$ cat config.mk
export PLATFORM = sky130hd
export DESIGN_NAME = tmr_ram
export DESIGN_NICKNAME = d
export VERILOG_FILES = /design/src/rtl/tmr_ram.sv
export SDC_FILE = /design/constraint.sdc
export NUM_CORES = 1
export LEC_CHECK = 0
export ABC_AREA = 1
export BUFFER_PORTS_ARGS = -buffer_cell sky130_fd_sc_hd__buf_2
export CAP_MARGIN = 0
export CORE_UTILIZATION = 45
export DETAILED_ROUTE_END_ITERATION = 16
export PLACE_DENSITY = 0.59
export SYNTH_ARGS = -nofsm -noshare
export SYNTH_HDL_FRONTEND = slang
export SYNTH_SLANG_ARGS = --single-unit
$ cat constraint.sdc
create_clock -name clk_i -period 5.65 [get_ports clk_i]
set_clock_uncertainty 0.1 [all_clocks]
set_input_delay 1.13 -clock clk_i [delete_from_list [all_inputs] [get_ports clk_i]]
set_output_delay 1.13 -clock clk_i [all_outputs]
set_load 0.02 [all_outputs]
$ cat src/rtl/tmr_ram.sv
// ----------------------------------------------------------------------------
// tmr_ram
// generic single-port-write ram with registered read
// ----------------------------------------------------------------------------
module tmr_ram #(
  parameter int unsigned Width = 16,
  parameter int unsigned Depth = 36
) (
  input  logic                     clk_i,
  input  logic                     we_i,
  input  logic [$clog2(Depth)-1:0] waddr_i,
  input  logic [Width-1:0]         wdata_i,
  input  logic [$clog2(Depth)-1:0] raddr_i,
  output logic [Width-1:0]         rdata_o
);

  logic [Width-1:0] mem_q [Depth];

  always_ff @(posedge clk_i) begin
    if (we_i) mem_q[waddr_i] <= wdata_i;
    rdata_o <= mem_q[raddr_i];
  end

endmodule

==> flow_metrics.env, run 1 <==
export IMPL_status="completed"
export IMPL_holdCritPathClass="reg -> reg"
export IMPL_ir_worst_vdd_mv=0.345
export IMPL_synth_seq_area_share=0.747
export IMPL_initial_core_util=0.458
export IMPL_first_pass_iters=5
export IMPL_final_util=0.514
export IMPL_cts_tree="done"
export IMPL_rows=83
export IMPL_cts_sinks=592
export IMPL_finalSetupViolations=0
export IMPL_dp_hpwl_mm=32.8
export IMPL_syn_nets=1989
export IMPL_via_per_inst=5.58
export IMPL_drc=0
export IMPL_setup_slack_ps=2740
export IMPL_fin_crit_ps=2910
export IMPL_syn_inst=1959
export IMPL_finalCritPeriodShare=0.516
export IMPL_post_cts_resized=0
export IMPL_htree_levels=2
export IMPL_drive_gt1_frac=0.0881
export IMPL_startpoint_type="input pin"
export IMPL_grt_antenna_before_repair=2
export IMPL_chipHeight_um=231
export IMPL_grt_start_max_net_pins=145
export IMPL_r2r_start="mem_q[22][12]$_DFFE_PP_"
export IMPL_nNetsFinal=2025
export IMPL_post_cts_buffers=0
export IMPL_overflow=0
export IMPL_die_x_um=231
export IMPL_synth_distinct_cells=16
export IMPL_placed_cell_area_um2=24500
export IMPL_drt_iter0_markers=1531
export IMPL_yosysWarnings=0
export IMPL_critical_path_arrival_ps=3380
export IMPL_multi_input_area_um2=5270
export IMPL_clockBufferDepth=3
export IMPL_synth_seq_cells=592
export IMPL_fillers=4502
export IMPL_power_density_nw_per_um2=356
export IMPL_grt_usage=0.235
export IMPL_syn_avg_cell_area_um2=12.0
export IMPL_cts_root_buffer="clkbuf_16"
export IMPL_hold_viol=0
export IMPL_worst_slew_pin_slew_ps=1220
export IMPL_gp_congestion=0.810
export IMPL_grt_pass1_wl_mm=92.3
export IMPL_crit_start="raddr_i[0]"
export IMPL_numCtsBuffers=58
export IMPL_regArea_um2=17600
export IMPL_core_area_um2=51500
export IMPL_rr_endpoint="rdata_o[12]$_DFF_P_"
export IMPL_crit_end="rdata_o[12]$_DFF_P_"
export IMPL_cts_hold_buf=0
export IMPL_maxSlewViolCount=0
export IMPL_r2r_cells=8
export IMPL_critPathMaxFanout=78
export IMPL_detailedPlace_worstSlack_ps=2090
export IMPL_portBuffers=45
export IMPL_insertion_delay_ps=620
export IMPL_synth_edff_count=576
export IMPL_fin_setup_tns_ps=0
export IMPL_pin_count=46
export IMPL_power_total_mw=9.42
export IMPL_slew_headroom=0.188
export IMPL_drt_total_wl_mm=62.1
export IMPL_area_delta_synth_final_pct=12.2
export IMPL_p_leak_nw=9.49
export IMPL_worstSetupEndpointType="flip-flop"
export IMPL_first_global_vias=14287
export IMPL_async_flop_share=0
export IMPL_dieArea_um2=53300
export IMPL_max_freq_ghz=0.343
export IMPL_ant_nets=0
export IMPL_synthesis_area_um2=23600
export IMPL_worstSetupPathType="in -> reg"
export IMPL_grt_setup_unrepaired="no"
export IMPL_finish_instance_area_um2=26500
export IMPL_wl_per_cell_um=22.8
export IMPL_max_cap_violations=0
export IMPL_clk_pin_slew_ps=60
export IMPL_dr_total_vias=15197
export IMPL_rrSetupSlack_ps=4060
export IMPL_antenna_cells=0
export IMPL_required_ps=6110
export IMPL_ys_flop_type="edfxtp_1"
[cell families after synthesis]
| family | Yosys count | share of synthesized area |
|---|---|---|
| AO/OA/AOI/OAI | 48 | 0.0110 |
| flip-flops | 592 | 0.747 |
| AND/OR/NAND/NOR | 1188 | 0.213 |
| buffers and inverters | 131 | 0.0296 |
[synth_stat cells, types with 16 or more instances]
| master | number | area share |
|---|---|---|
| buf_1 | 20 | 0.0032 |
| buf_2 | 48 | 0.010 |
| buf_4 | 24 | 0.0076 |
| clkbuf_1 | 21 | 0.0033 |
| dfxtp_1 | 16 | 0.014 |
| edfxtp_1 | 576 | 0.73 |
| nand2_1 | 674 | 0.11 |
| nand3_1 | 443 | 0.094 |
| nor2_1 | 71 | 0.011 |
| o21ai_0 | 24 | 0.0051 |
| o22ai_1 | 16 | 0.0042 |
[where the power goes]
part	switching (mW)	internal, mW
sequential	0.0149	4.86
clock	1.63	2.36
combinational	0.427	0.131
total	2.07	7.35
[worst min path at each step]
stage / startpoint / end / slack, ps / cells after the start
3_3_place_gp: mem_q[32][4]$_DFFE_PP_ / rdata_o[4]$_DFF_P_ / 540 / 4
2_1_floorplan: mem_q[32][10]$_DFFE_PP_ / rdata_o[10]$_DFF_P_ / 480 / 4
4_1_cts: mem_q[32][4]$_DFFE_PP_ / rdata_o[4]$_DFF_P_ / 540 / 4
3_5_place_dp: mem_q[32][4]$_DFFE_PP_ / rdata_o[4]$_DFF_P_ / 520 / 4
6_report: mem_q[32][4]$_DFFE_PP_ / rdata_o[4]$_DFF_P_ / 540 / 4
5_1_grt: mem_q[33][2]$_DFFE_PP_ / rdata_o[2]$_DFF_P_ / 610 / 4
[sequential cells by signal, indices dropped and copies added, names as in the netlist]
| register | cells |
|---|---|
| rdata_o | 16 |
| mem_q | 576 |
[per-layer routing]
layer | share of wire | vias up | GRT usage
met2 | 0.46 | 585 | 0.362
met1 | 0.44 | 7538 | 0.341
met3 | 0.070 | 95 | 0.0304
met4 | 0.033 | 2 | 0.0875
li1 | - | 6977 | -
met5 | 0.00021 | - | 0
[layout by cell type (no fill, tap or decap), types with 2 or more instances in the layout]
| master | synthesis | final |
|---|---|---|
| nand2_1 | 674 | 674 |
| edfxtp_1 | 576 | 576 |
| nand3_1 | 443 | 443 |
| nor2_1 | 71 | 71 |
| clkbuf_16 | 0 | 60 |
| buf_4 | 24 | 47 |
| buf_2 | 48 | 43 |
| o21ai_0 | 24 | 24 |
| o22ai_1 | 16 | 16 |
| clkinv_1 | 0 | 16 |
| dfxtp_1 | 16 | 16 |
| clkbuf_1 | 21 | 12 |
| clkbuf_8 | 0 | 9 |
| inv_1 | 8 | 8 |
| o21ai_1 | 8 | 8 |
| bufinv_16 | 0 | 7 |
| buf_12 | 0 | 5 |
| clkinv_2 | 0 | 4 |
| clkinvlp_4 | 0 | 2 |
[through the flow]
step	std cells	hold WS, ps
after floorplan	1959	477
after global placement	2615	537
after detailed placement	2615	523
after CTS	2724	543
after global routing	2724	608
final	2724	542
[area by class of cell]
| cell class | instances | area share |
|---|---|---|
| Tap cell | 680 | 0.0322 |
| Timing Repair Buffer | 96 | 0.0258 |
| Multi-Input combinational cell | 1236 | 0.199 |
| Sequential cell | 592 | 0.666 |
| Clock buffer | 80 | 0.0626 |
| Clock inverter | 29 | 0.0125 |
| Inverter | 11 | 0.00199 |
[critical path, stage by stage]
cell and delay [ps]:
clkbuf_8 240, inv_8 430, buf_4 470, nand2_1 110, nand3_1 90, nand3_1 140
nand2_1 130, nand2_1 140, nand3_1 210, nand3_1 110, nand2_1 80
No activity file was read; power rests on OpenSTA's default activity.
==> run 2, diff against run 1 <==
==> constraint.sdc (replaced) <==
create_clock -name clk_i -period 2.9 [get_ports clk_i]
set_clock_uncertainty 0.1 [all_clocks]
set_input_delay 0.58 -clock clk_i [delete_from_list [all_inputs] [get_ports clk_i]]
set_output_delay 0.58 -clock clk_i [all_outputs]
set_load 0.02 [all_outputs]
==> run 2 against run 1 <==
Effect of this change: total power rose by 86%; worst hold slack lost 180 ps; final cell count up 0.18%; critical path depth fell by 10; first-iteration DRC count down 2.9%; register-to-register slack worse by 2700 ps; final area is 0.17% lower; routed wire length grew 1.3%; non-clock buffer count up 11.
==> flow_metrics.env, run 2 (synthesized netlist as in run 1, its figures left out) <==
export IMPL_status="completed"
export IMPL_worstSetupPathType="reg -> out"
export IMPL_post_cts_resized=0
export IMPL_post_place_cells=2626
export IMPL_max_freq_ghz=0.520
export IMPL_layout_common_cells="nand2_1, edfxtp_1, nand3_1"
export IMPL_chipHeight_um=231
export IMPL_cpMaxStageDelayCell="dfxtp_1"
export IMPL_cts_sinks=592
export IMPL_holdCritPathClass="in -> reg"
export IMPL_post_cts_buffers=0
export IMPL_dieArea_um2=53300
export IMPL_slew_headroom=0.385
export IMPL_hold_viol=0
export IMPL_top_regs="mem_q x576, rdata_o x16"
export IMPL_whs_endpoint="rdata_o[6]$_DFF_P_"
export IMPL_wl_per_cell_um=23.1
export IMPL_power_density_nw_per_um2=663
export IMPL_startpoint_type="flip-flop"
export IMPL_nNetsFinal=2035
export IMPL_first_pass_iters=5
export IMPL_area_delta_synth_final_pct=12.0
export IMPL_hold_ws_ps=360
export IMPL_largest_register="mem_q"
export IMPL_dp_hpwl_mm=34.5
export IMPL_largest_reg_flops=576
export IMPL_portBuffers=45
export IMPL_cp_slowest_stage_delay_ps=420
export IMPL_dr_total_vias=15179
export IMPL_clk_pin_slew_ps=60
export IMPL_insertion_delay_ps=620
export IMPL_first_global_vias=14488
export IMPL_drive_gt1_frac=0.0883
export IMPL_cts_tree="done"
export IMPL_drt_iter0_markers=1486
export IMPL_fillers=4518
export IMPL_max_cap_violations=0
export IMPL_critPathMaxFanout=1
export IMPL_grt_antenna_before_repair=0
export IMPL_fin_setup_tns_ps=0
export IMPL_gp_congestion=0.834
export IMPL_r2r_cells=8
export IMPL_cts_hold_buf=0
export IMPL_ant_nets=0
export IMPL_drt_total_wl_mm=62.9
export IMPL_placed_cell_area_um2=24700
export IMPL_clockBufferDepth=3
export IMPL_p_leak_nw=9.47
export IMPL_grt_pass1_wl_mm=93.3
export IMPL_finalSetupViolations=0
export IMPL_grt_setup_unrepaired="no"
export IMPL_worstSetupEndpointType="output port"
export IMPL_worst_slew_pin_slew_ps=923
export IMPL_pin_count=46
export IMPL_antenna_cells=0
export IMPL_r2r_start="mem_q[7][7]$_DFFE_PP_"
export IMPL_required_ps=2220
export IMPL_initial_core_util=0.458
export IMPL_core_area_um2=51500
export IMPL_instances_no_fill=2729
export IMPL_finish_instance_area_um2=26400
export IMPL_final_common_cell="nand2_1"
export IMPL_rows=83
export IMPL_grt_start_max_net_pins=124
export IMPL_overflow=0
export IMPL_maxSlewViolCount=0
export IMPL_cts_root_buffer="clkbuf_16"
export IMPL_drc=0
export IMPL_hp_start="raddr_i[5]"
export IMPL_die_x_um=231
export IMPL_cp_top_family="flip-flops"
export IMPL_grt_usage=0.239
export IMPL_finalCritPeriodShare=0.663
export IMPL_numCtsBuffers=57
export IMPL_rr_endpoint="rdata_o[7]$_DFF_P_"
export IMPL_min_path_cells=4
export IMPL_worstPathCellList="buf_2"
export IMPL_via_per_inst=5.56
export IMPL_ir_worst_vdd_mv=0.550
export IMPL_rrSetupSlack_ps=1350
export IMPL_fin_crit_ps=1920
export IMPL_path_buf_inv=1
export IMPL_critical_path_arrival_ps=1240
export IMPL_htree_levels=2
run 2: changes by cell type in the layout (fill, tap and decap cells not counted), sizes merged:
cell / delta
clkinvlp: -2
clkbuf: -4
clkinv: +4
bufinv: -5
buf: +11
inv: +1
run 2: layout make-up:
class / instances / area, µm² / share of cell area
flip-flops and latches: 592 / 17600 / 0.667
multi-input cells: 1236 / 5270 / 0.200
clock buffers: 76 / 1520 / 0.0575
clock inverters: 27 / 179 / 0.00677
repair buffers: 107 / 927 / 0.0351
inverters: 11 / 51.3 / 0.00194
well taps: 680 / 851 / 0.0322
run 2: routing by layer:
| metal | part of all wire | global-route usage |
|---|---|---|
| met2 | 0.45 | 0.366 |
| met4 | 0.031 | 0.0855 |
| met5 | 0 | 0 |
| met3 | 0.084 | 0.0350 |
| met1 | 0.43 | 0.347 |
run 2: report_power, final:
part / switching [mW] / leakage [nW] / total (mW) / internal (mW)
clock: 3.07 / 0.832 / 6.89 / 3.83
sequential: 0.0307 / 5.32 / 9.50 / 9.46
combinational: 0.847 / 3.32 / 1.13 / 0.283
run 2: worst max-delay path by stage:
stage / to / from / cells past startpoint
after CTS: rdata_o[7] / rdata_o[7]$_DFF_P_ / 1
after global placement: rdata_o[3]$_DFF_P_ / raddr_i[0] / 12
after global routing: rdata_o[7]$_DFF_P_ / raddr_i[0] / 11
after floorplan: mem_q[24][0]$_DFFE_PP_ / waddr_i[4] / 4
after detailed placement: rdata_o[7]$_DFF_P_ / raddr_i[0] / 11
final: rdata_o[7] / rdata_o[7]$_DFF_P_ / 1
run 2: through the flow:
stage / power [mW] / utilization / setup slack (ps)
after floorplan: 10.3 / - / 756
after detailed placement: 10.8 / 0.480 / 374
after CTS: 17.6 / 0.513 / 944
final: 17.5 / 0.513 / 976
after global routing: 18.0 / 0.513 / 899
after global placement: 10.8 / 0.480 / 446
