==> src/rtl/tmr_div.sv <==
// ----------------------------------------------------------------------------
// tmr_div
// restoring divider, one quotient bit per cycle, quotient saturated to 16 bits
// ----------------------------------------------------------------------------
module tmr_div (
  input  logic        clk_i,
  input  logic        rst_ni,
  input  logic        start_i,
  input  logic [62:0] num_i,
  input  logic [15:0] den_i,
  output logic        done_o,
  output logic [15:0] quot_o
);

  // divisor is den << 19; quotient at or above 2^16 saturates, so only its low 17 bits count
  logic [62:0] rem_q, rem_d;
  logic [16:0] quot_q, quot_d;
  logic [4:0]  cnt_q, cnt_d;
  logic        busy_q, busy_d, sat_q, sat_d;
  logic [35:0] dsh;
  logic [62:0] trial;

  assign dsh = {20'd0, den_i} << cnt_q;
  always_comb begin
    rem_d = rem_q; quot_d = quot_q; cnt_d = cnt_q; busy_d = busy_q; sat_d = sat_q;
    trial = rem_q - {8'd0, dsh[35:0], 19'd0};
    if (start_i) begin
      rem_d = num_i; quot_d = '0; cnt_d = 5'd16; busy_d = 1'b1;
      // quotient >= 2^17 when num >= den << 36
      sat_d = (num_i[62:36] >= {11'd0, den_i});
    end else if (busy_q) begin
      if (rem_q >= {8'd0, dsh[35:0], 19'd0}) begin
        rem_d = trial;
        quot_d = quot_q | (17'd1 << cnt_q);
      end
      if (cnt_q == 5'd0) busy_d = 1'b0;
      else cnt_d = cnt_q - 5'd1;
    end
  end

  always_ff @(posedge clk_i or negedge rst_ni) begin
    if (!rst_ni) begin
      busy_q <= 1'b0; cnt_q <= '0; sat_q <= 1'b0;
    end else begin
      busy_q <= busy_d; cnt_q <= cnt_d; sat_q <= sat_d;
    end
  end
  always_ff @(posedge clk_i) begin
    rem_q <= rem_d; quot_q <= quot_d;
  end

  assign done_o = busy_q && (cnt_q == 5'd0);
  // final quotient includes this cycle's bit
  assign quot_o = (sat_q || quot_d[16]) ? 16'hFFFF : quot_d[15:0];

endmodule

==> config.mk <==
export PLATFORM = sky130hd
export DESIGN_NAME = tmr_div
export DESIGN_NICKNAME = d
export VERILOG_FILES = /design/src/rtl/tmr_div.sv
export SDC_FILE = /design/constraint.sdc
export NUM_CORES = 1
export LEC_CHECK = 0
export BUFFER_PORTS_ARGS = -buffer_cell sky130_fd_sc_hd__clkbuf_2
export CAP_MARGIN = 20
export CORE_MARGIN = 2
export CORE_UTILIZATION = 42
export DETAILED_ROUTE_END_ITERATION = 6
export PLACE_DENSITY = 0.76
export SLEW_MARGIN = 25
export SYNTH_ARGS = -nofsm -noshare
export SYNTH_HDL_FRONTEND = slang
export SYNTH_SLANG_ARGS = --single-unit
export TNS_END_PERCENT = 50
==> constraint.sdc <==
create_clock -name clk_i -period 4.7 [get_ports clk_i]
set_input_delay 0.235 -clock clk_i [delete_from_list [all_inputs] [get_ports clk_i]]
set_output_delay 0.235 -clock clk_i [all_outputs]
set_load 0.05 [all_outputs]
==> flow_metrics.py, run 1 <==
metrics = {
    "synthesis": {
        "asyncSetResetFlopFracSynth": 0.0805,
        "synthesis.yosys.warnings": 0,
        "synth_top_area_share": 0.260,
        "yosys.area.top_type": "sky130_fd_sc_hd__edfxtp_1",
        "syn-num-nets": 1012,
        "synthesis.area_per_instance_um2": 8.34,
        "yosysUniqueCellTypes": 66,
        "number_of_synthesized_flops_with_an_enable_pin": 63,
        "ys_seq_elements": 87,
        "synth-seq-area-share": 0.331,
        "yosys-mux-area-fraction": 0.0358,
        "synthCells": 872,
        "synth_top_family_by_area": "compound AO/OA/AOI/OAI gates",
        "yosys.area_share.xor_xnor": 0.0506,
        "synthSimpleGateAreaFrac": 0.208,
        "syn-cell-area_um2": 7270,
        "synth_compound_gate_area_share": 0.224,
        "synth.top_cells.by_area": "sky130_fd_sc_hd__edfxtp_1 26%, sky130_fd_sc_hd__ha_1 9.8%, sky130_fd_sc_hd__nand2_1 5.7%",
        "synth-adder-area-share": 0.101,
        "synth_flop_cell": "sky130_fd_sc_hd__edfxtp_1",
    },
    "drt": {
        "drt_pre_antenna_iters": 5,
        "vias_after_detailed_routing": 7451,
        "postRouteAntennaNets": 0,
        "remaining_drc_errors": 0,
        "average_wire_per_cell_in_the_routed_design_um": 18.5,
        "drtIter0Drc": 583,
        "drt_wl_total_um": 24200,
        "post_drt_via_cell_ratio": 5.68,
    },
    "sta": {
        "fin_ws_ns": -0.112,
        "worst_slew_pin_slew_ns": 0.912,
        "finalSetupViolCount": 16,
        "timing_max_transition_violations_final": 0,
        "max_freq_ghz": 0.208,
        "timing.final.crit_share": 1.02,
        "fin_crit_ns": 4.81,
        "max-slew-margin-rel": 0.391,
        "final_hold_viol_count": 0,
        "unrepaired_setup_endpoints_after_global_routing": "yes",
        "finClkSkew_ns": 0.0136,
    },
    "status": {
        "violations_in_the_final_reports": "negative setup slack",
        "run_status": "finished, violations left",
    },
    "clock_tree": {
        "htreeDepth": 3,
        "cts_clk_pin_slew_worst_paths_ns": 0.08,
        "cts_inserted_buffers": 9,
        "root_buffer": "sky130_fd_sc_hd__clkbuf_16",
        "clk_path_buf_depth": 2,
        "insertion_delay_ns": 0.36,
        "cts.sink_count": 87,
        "tritoncts": "yes",
    },
    "worst_setup_path": {
        "worst_setup_path_start_kind": "flop",
        "cp.arrival_ns": 4.58,
        "crit_chain": "buf_12 -> buf_16 -> nand2_4 -> o21ai_4 -> nor2_2 -> a31oi_2 -> a21oi_2 -> buf_4 -> nand2_2 -> o21ai_1 -> o22a_1 -> ha_4 -> nand4_1 -> or3_4 -> nor4_4 -> a211oi_2 -> buf_4 -> a211oi_4 -> a41o_1 -> a21oi_4 -> buf_8 -> buf_4 -> nand2b_4 -> buf_8",
        "critPathKind": "reg -> out",
        "cp-end-kind": "primary output",
        "crit_fanout": 8,
        "crit_family": "compound AO/OA/AOI/OAI gates",
        "critPathRequiredTime_ns": 4.47,
        "regToRegSetupSlack_ns": 0.24,
        "cp_slowest_cell": "sky130_fd_sc_hd__dfrtp_2",
        "critical_path_cell_count": 24,
        "worst-path-buf-inv": 7,
        "cpMostUsedCell": "sky130_fd_sc_hd__buf_4",
        "cpPeakStageDelay_ns": 0.46,
        "rr_worst_depth": 19,
    },
    "finish": {
        "fillerInstances": 1442,
        "layout_commonest_cell": "sky130_fd_sc_hd__buf_4",
        "final_nets": 1222,
        "final-seq-area_um2": 2410,
        "multi_input_area_um2": 5260,
        "insertedDiodeCount": 0,
        "layout.cells.most_common_list": "132 x sky130_fd_sc_hd__buf_4, 103 x sky130_fd_sc_hd__nand2_1, 81 x sky130_fd_sc_hd__clkbuf_2",
        "drive_above_1_share": 0.370,
        "syn2layout_area_growth_pct": 42.3,
        "final_core_utilization": 0.605,
    },
    "grt": {
        "globalRoute.totalOverflow": 0,
        "global_route.usage.total": 0.254,
        "grt_pass1_wl_um": 36500,
        "grt_max_degree": 85,
        "grt_pass1_vias": 7169,
        "antenna_found_initial": 0,
    },
    "hold_path": {
        "hold_class": "in -> reg",
        "whs_path_depth": 2,
    },
    "placement": {
        "gp_congestion": 0.991,
        "place_ws_ns": -0.249,
        "io_buffer_count": 98,
        "detailedPlacementHpwl_um": 17100,
    },
    "floorplanning": {
        "core-area_um2": 17100,
        "floorplan.initialDensity": 0.425,
        "die_area_um2": 18400,
        "row_count": 48,
        "die_height_um": 136,
        "design.portCount": 99,
        "die_w_um": 136,
    },
    "power": {
        "ir_worst_vdd_mv": 0.450,
        "cellLeakagePower_nw": 4.42,
        "pwr_density_cell_nw_per_um2": 863,
    },
    "job": {
        "cap_viol_max_count": 0,
    },
}
## worst register-to-register path: cells and delay by family, from the launching register on
kind / cells / cell delay (ns)
compound gates: 6 / 1.51
xor+xnor: 1 / 0.09
fa+ha+maj: 1 / 0.32
buf+inv: 4 / 0.78
flops: 1 / 0.47
mux: 2 / 0.58
simple gates: 5 / 0.45
## flip-flops by register name, summed over array words and instances (netlist names)
register  flops
quot_q       17
busy_q        1
cnt_q         5
rem_q        63
sat_q         1
## stage by stage
step / area (µm²) / setup TNS [ns] / hold slack, ns / std cells / total power, W
2_1_floorplan: 7380 / 0 / -0.0606 / 872 / 0.00497
4_1_cts: 9890 / -0.208 / 0.150 / 1298 / 0.00833
3_5_place_dp: 8890 / -3.43 / 0.0922 / 1258 / 0.00699
5_1_grt: 10400 / -3.64 / 0.153 / 1312 / 0.00959
6_report: 10400 / -1.04 / 0.159 / 1312 / 0.00893
3_3_place_gp: 8890 / -3.33 / 0.0925 / 1258 / 0.00694
## where the power goes
part	leakage (nW)	switching [W]	internal [W]
registers	0.871	0.000195	0.00118
clock network	0.150	0.000375	0.000383
logic	3.40	0.00354	0.00326
## per-layer routing
layer | part of all wire | global-route usage | vias up
met5 | 0 | 0 | -
met4 | 0.035 | 0.104 | 0
li1 | - | - | 3592
met2 | 0.48 | 0.419 | 293
met3 | 0.058 | 0.0475 | 47
met1 | 0.42 | 0.328 | 3519
## kinds of logic after synthesis
logic type,Yosys count
xor+xnor,42
compound gates,256
fa+ha+maj,58
buf+inv,93
mux,25
flops,87
simple gates,311
## Yosys cell counts, types with 4 or more instances
cell type and number:
sky130_fd_sc_hd__nand2_1 111, sky130_fd_sc_hd__o21ai_0 79, sky130_fd_sc_hd__edfxtp_1 63, sky130_fd_sc_hd__ha_1 57, sky130_fd_sc_hd__nor2_1 56, sky130_fd_sc_hd__a21oi_1 52, sky130_fd_sc_hd__clkbuf_1 42, sky130_fd_sc_hd__inv_1 39
sky130_fd_sc_hd__a21o_1 25, sky130_fd_sc_hd__and2_1 24, sky130_fd_sc_hd__nand2b_1 23, sky130_fd_sc_hd__xor2_1 22, sky130_fd_sc_hd__nand4_1 20, sky130_fd_sc_hd__xnor2_1 20, sky130_fd_sc_hd__dfxtp_1 17, sky130_fd_sc_hd__mux2i_1 17
sky130_fd_sc_hd__nand3_1 17, sky130_fd_sc_hd__nor3_1 13, sky130_fd_sc_hd__a22oi_1 11, sky130_fd_sc_hd__nor4_1 10, sky130_fd_sc_hd__and3_1 9, sky130_fd_sc_hd__o221ai_1 9, sky130_fd_sc_hd__o22ai_1 9, sky130_fd_sc_hd__a31oi_1 8
sky130_fd_sc_hd__mux2_2 8, sky130_fd_sc_hd__nor2b_1 8, sky130_fd_sc_hd__a211oi_1 7, sky130_fd_sc_hd__buf_1 7, sky130_fd_sc_hd__dfrtp_1 7, sky130_fd_sc_hd__o21bai_1 6, sky130_fd_sc_hd__o2bb2ai_1 6, sky130_fd_sc_hd__or2_2 6
sky130_fd_sc_hd__or3_1 6, sky130_fd_sc_hd__o211ai_1 5, sky130_fd_sc_hd__o22a_1 5, sky130_fd_sc_hd__o31ai_1 5, sky130_fd_sc_hd__o21ai_1 4
## final timing paths
check | from | endpoint
hold / removal | num_i[10] | rem_q[10]$_DFFE_PP_
hold reg to reg | quot_q[11]$_DFF_P_ | quot_q[11]$_DFF_P_
setup reg to reg | cnt_q[0]$_DFFE_PN0P_ | rem_q[61]$_DFFE_PP_
setup / recovery | cnt_q[1]$_DFFE_PN0P_ | quot_o[3]
min in group asynchronous | rst_ni | sat_q$_DFFE_PN0P_
max in group asynchronous | rst_ni | cnt_q[0]$_DFFE_PN0P_
## final cells by class
type / count / share of cell area
multi-input cells: 692 / 0.507
flip-flops and latches: 87 / 0.233
repair buffers: 251 / 0.188
well taps: 225 / 0.0272
clock buffers: 9 / 0.0217
inverters: 41 / 0.0149
clock inverters: 7 / 0.00785
## repair_timing
| action | in CTS | in global routing |
|---|---|---|
| gates resized for setup | 112 | 87 |
| gates cloned | 3 | 0 |
| pin swaps | 14 | 29 |
| endpoints found under the setup margin | 21 | 23 |
| hold endpoints to repair | 7 | 0 |
| setup buffers | 20 | 17 |
| hold buffers | 1 | 0 |
No activity file was read; power rests on OpenSTA's default activity.
==> inputs of run 2 (changes only) <==
--- a/config.mk
+++ b/config.mk
@@ -9,6 +9,7 @@
 export CAP_MARGIN = 20
 export CORE_MARGIN = 2
 export CORE_UTILIZATION = 42
+export CTS_BUF_LIST = sky130_fd_sc_hd__clkbuf_2
 export DETAILED_ROUTE_END_ITERATION = 6
 export PLACE_DENSITY = 0.76
 export SLEW_MARGIN = 25
==> run 2 against run 1 <==
  * The flow still finishes with violations (negative setup slack)
  * Cell area rose by 5.3%
  * Die area did not move
  * Largest power group unchanged
  * Power rose by 1.2%
  * Sequential cell count did not move
  * Fmax fell by 8.8%
  * Worst setup slack got worse by 0.46 ns
==> flow_metrics.py, run 2 (synthesis gave the netlist of run 1 again) <==
metrics = {
    "hold_path": {
        "hold_class": "in -> reg",
    },
    "finish": {
        "layout_commonest_cell": "sky130_fd_sc_hd__buf_4",
        "final_core_utilization": 0.637,
        "layout.cells.most_common_list": "157 x sky130_fd_sc_hd__buf_4, 104 x sky130_fd_sc_hd__nand2_1, 90 x sky130_fd_sc_hd__clkbuf_2",
        "top_regs": "rem_q (63), quot_q (17), cnt_q (5)",
        "final_nets": 1303,
        "largest-register": "rem_q",
        "insertedDiodeCount": 0,
        "drive_above_1_share": 0.356,
        "final_design_area_no_fill_um2": 10900,
        "number_of_flip_flops_under_the_largest_register_name": 63,
        "syn2layout_area_growth_pct": 49.8,
        "fillerInstances": 1381,
    },
    "power": {
        "cellLeakagePower_nw": 4.67,
        "pwr_density_cell_nw_per_um2": 829,
        "power.total_w": 0.00904,
        "ir_worst_vdd_mv": 0.463,
    },
    "sta": {
        "timing.final.crit_share": 1.12,
        "unrepaired_setup_endpoints_after_global_routing": "yes",
        "finalSetupViolCount": 17,
        "finClkSkew_ns": 0.0451,
        "timing_max_transition_violations_final": 0,
        "final_hold_viol_count": 0,
        "max_freq_ghz": 0.190,
        "fin_ws_ns": -0.577,
        "fin_crit_ns": 5.28,
        "max-slew-margin-rel": 0.271,
        "worst_slew_pin_slew_ns": 1.09,
        "hold_slack_ns": 0.189,
    },
    "clock_tree": {
        "insertion_delay_ns": 0.67,
        "htreeDepth": 3,
        "root_buffer": "sky130_fd_sc_hd__clkbuf_2",
        "cts_clk_pin_slew_worst_paths_ns": 0.33,
        "clk_path_buf_depth": 2,
        "cts_inserted_buffers": 9,
        "cts.sink_count": 87,
        "tritoncts": "yes",
    },
    "job": {
        "cap_viol_max_count": 0,
    },
    "worst_setup_path": {
        "cp.arrival_ns": 5.04,
        "crit_chain": "buf_6 -> buf_6 -> nand2_1 -> o21ai_2 -> nor2_1 -> a21oi_2 -> a21o_1 -> mux2_4 -> a22oi_2 -> ha_1 -> and3_4 -> nand4_1 -> nor4_4 -> a211oi_2 -> nand2_1 -> or3_4 -> a41o_1 -> a21oi_4 -> buf_12 -> o221ai_2 -> buf_8",
        "cpPeakStageDelay_ns": 0.55,
        "cp_slowest_cell": "sky130_fd_sc_hd__dfrtp_2",
        "critPathKind": "reg -> out",
        "crit_family": "compound AO/OA/AOI/OAI gates",
        "worst-path-buf-inv": 4,
        "critPathRequiredTime_ns": 4.47,
        "cp-end-kind": "primary output",
        "worst_setup_path_start_kind": "flop",
        "crit_fanout": 8,
    },
    "grt": {
        "grt_max_degree": 85,
        "globalRoute.totalOverflow": 0,
        "grt_pass1_wl_um": 39500,
        "antenna_found_initial": 0,
        "grt_pass1_vias": 7798,
        "global_route.usage.total": 0.275,
    },
    "drt": {
        "drt_wl_total_um": 26000,
        "postRouteAntennaNets": 0,
        "drt_pre_antenna_iters": 5,
        "vias_after_detailed_routing": 8003,
        "post_drt_via_cell_ratio": 5.75,
        "average_wire_per_cell_in_the_routed_design_um": 18.7,
        "drtIter0Drc": 629,
        "remaining_drc_errors": 0,
    },
    "placement": {
        "io_buffer_count": 98,
        "placedInstanceArea_um2": 8890,
        "detailedPlacementHpwl_um": 17100,
        "gp_congestion": 0.991,
    },
    "floorplanning": {
        "die_height_um": 136,
        "floorplan.initialDensity": 0.425,
        "design.portCount": 99,
        "row_count": 48,
        "core-area_um2": 17100,
        "die_w_um": 136,
        "die_area_um2": 18400,
    },
    "status": {
        "violations_in_the_final_reports": "negative setup slack",
        "run_status": "finished, violations left",
    },
}
-- run 2: metal layers --
| metal | track usage | up-vias | wire (µm) | part of all wire |
|---|---|---|---|---|
| met3 | 0.0404 | 91 | 1680 | 0.065 |
| li1 | - | 3783 | - | - |
| met2 | 0.475 | 372 | 12700 | 0.49 |
| met5 | 0 | - | 0 | 0 |
| met1 | 0.347 | 3757 | 10500 | 0.40 |
| met4 | 0.105 | 0 | 1140 | 0.044 |
-- run 2: final cells by class --
class / instances / area, µm² / share of cell area
Multi-Input combinational cell: 692 / 5260 / 0.482
Timing Repair Buffer: 332 / 2670 / 0.245
Inverter: 41 / 154 / 0.0141
Tap cell: 225 / 282 / 0.0258
Clock buffer: 9 / 45.0 / 0.00413
Sequential cell: 87 / 2410 / 0.221
Clock inverter: 7 / 81.3 / 0.00746
-- run 2: path summary, 6_finish.rpt --
path / startpoint / to / slack (ns) / depth (start not counted)
max: cnt_q[1]$_DFFE_PN0P_ / quot_o[5] / -0.58 / 21
min: den_i[15] / sat_q$_DFFE_PN0P_ / 0.19 / 5
max reg2reg: cnt_q[1]$_DFFE_PN0P_ / rem_q[39]$_DFFE_PP_ / -0.56 / 33
min reg2reg: quot_q[3]$_DFF_P_ / quot_q[3]$_DFF_P_ / 0.49 / 1
max in group asynchronous: rst_ni / cnt_q[3]$_DFFE_PN0P_ / 3.77 / 3
min in group asynchronous: rst_ni / cnt_q[1]$_DFFE_PN0P_ / 0.59 / 3
-- run 2: metrics by stage --
step / cells / worst slack, ns / setup TNS, ns
global route: 1393 / -0.734 / -11.79
floorplan: 872 / 0.00519 / 0
finish: 1393 / -0.577 / -8.94
CTS: 1384 / -0.414 / -6.56
global placement: 1258 / -0.232 / -3.33
detailed placement: 1258 / -0.249 / -3.43
-- run 2: worst min-delay path, stage by stage --
cell	delay (ns)
sky130_fd_sc_hd__clkbuf_2	0.09
sky130_fd_sc_hd__inv_1	0.13
sky130_fd_sc_hd__ha_1	0.15
sky130_fd_sc_hd__o22ai_1	0.06
sky130_fd_sc_hd__a21oi_1	0.17
-- run 2: what timing repair did --
action | CTS | global route
gates cloned | 3 | 0
setup buffers | 43 | 13
pin swaps | 27 | 29
resized for setup | 128 | 66
endpoints found under the hold margin | 71 | 0
hold buffers | 65 | 0
endpoints found under the setup margin | 21 | 26
-- run 2: where the power goes --
part           internal, W  switching [W]  total (W)  leakage, nW
logic              0.00351        0.00371    0.00722         3.72
registers          0.00117       0.000193    0.00137        0.870
clock network    0.0000965       0.000351   0.000448       0.0769
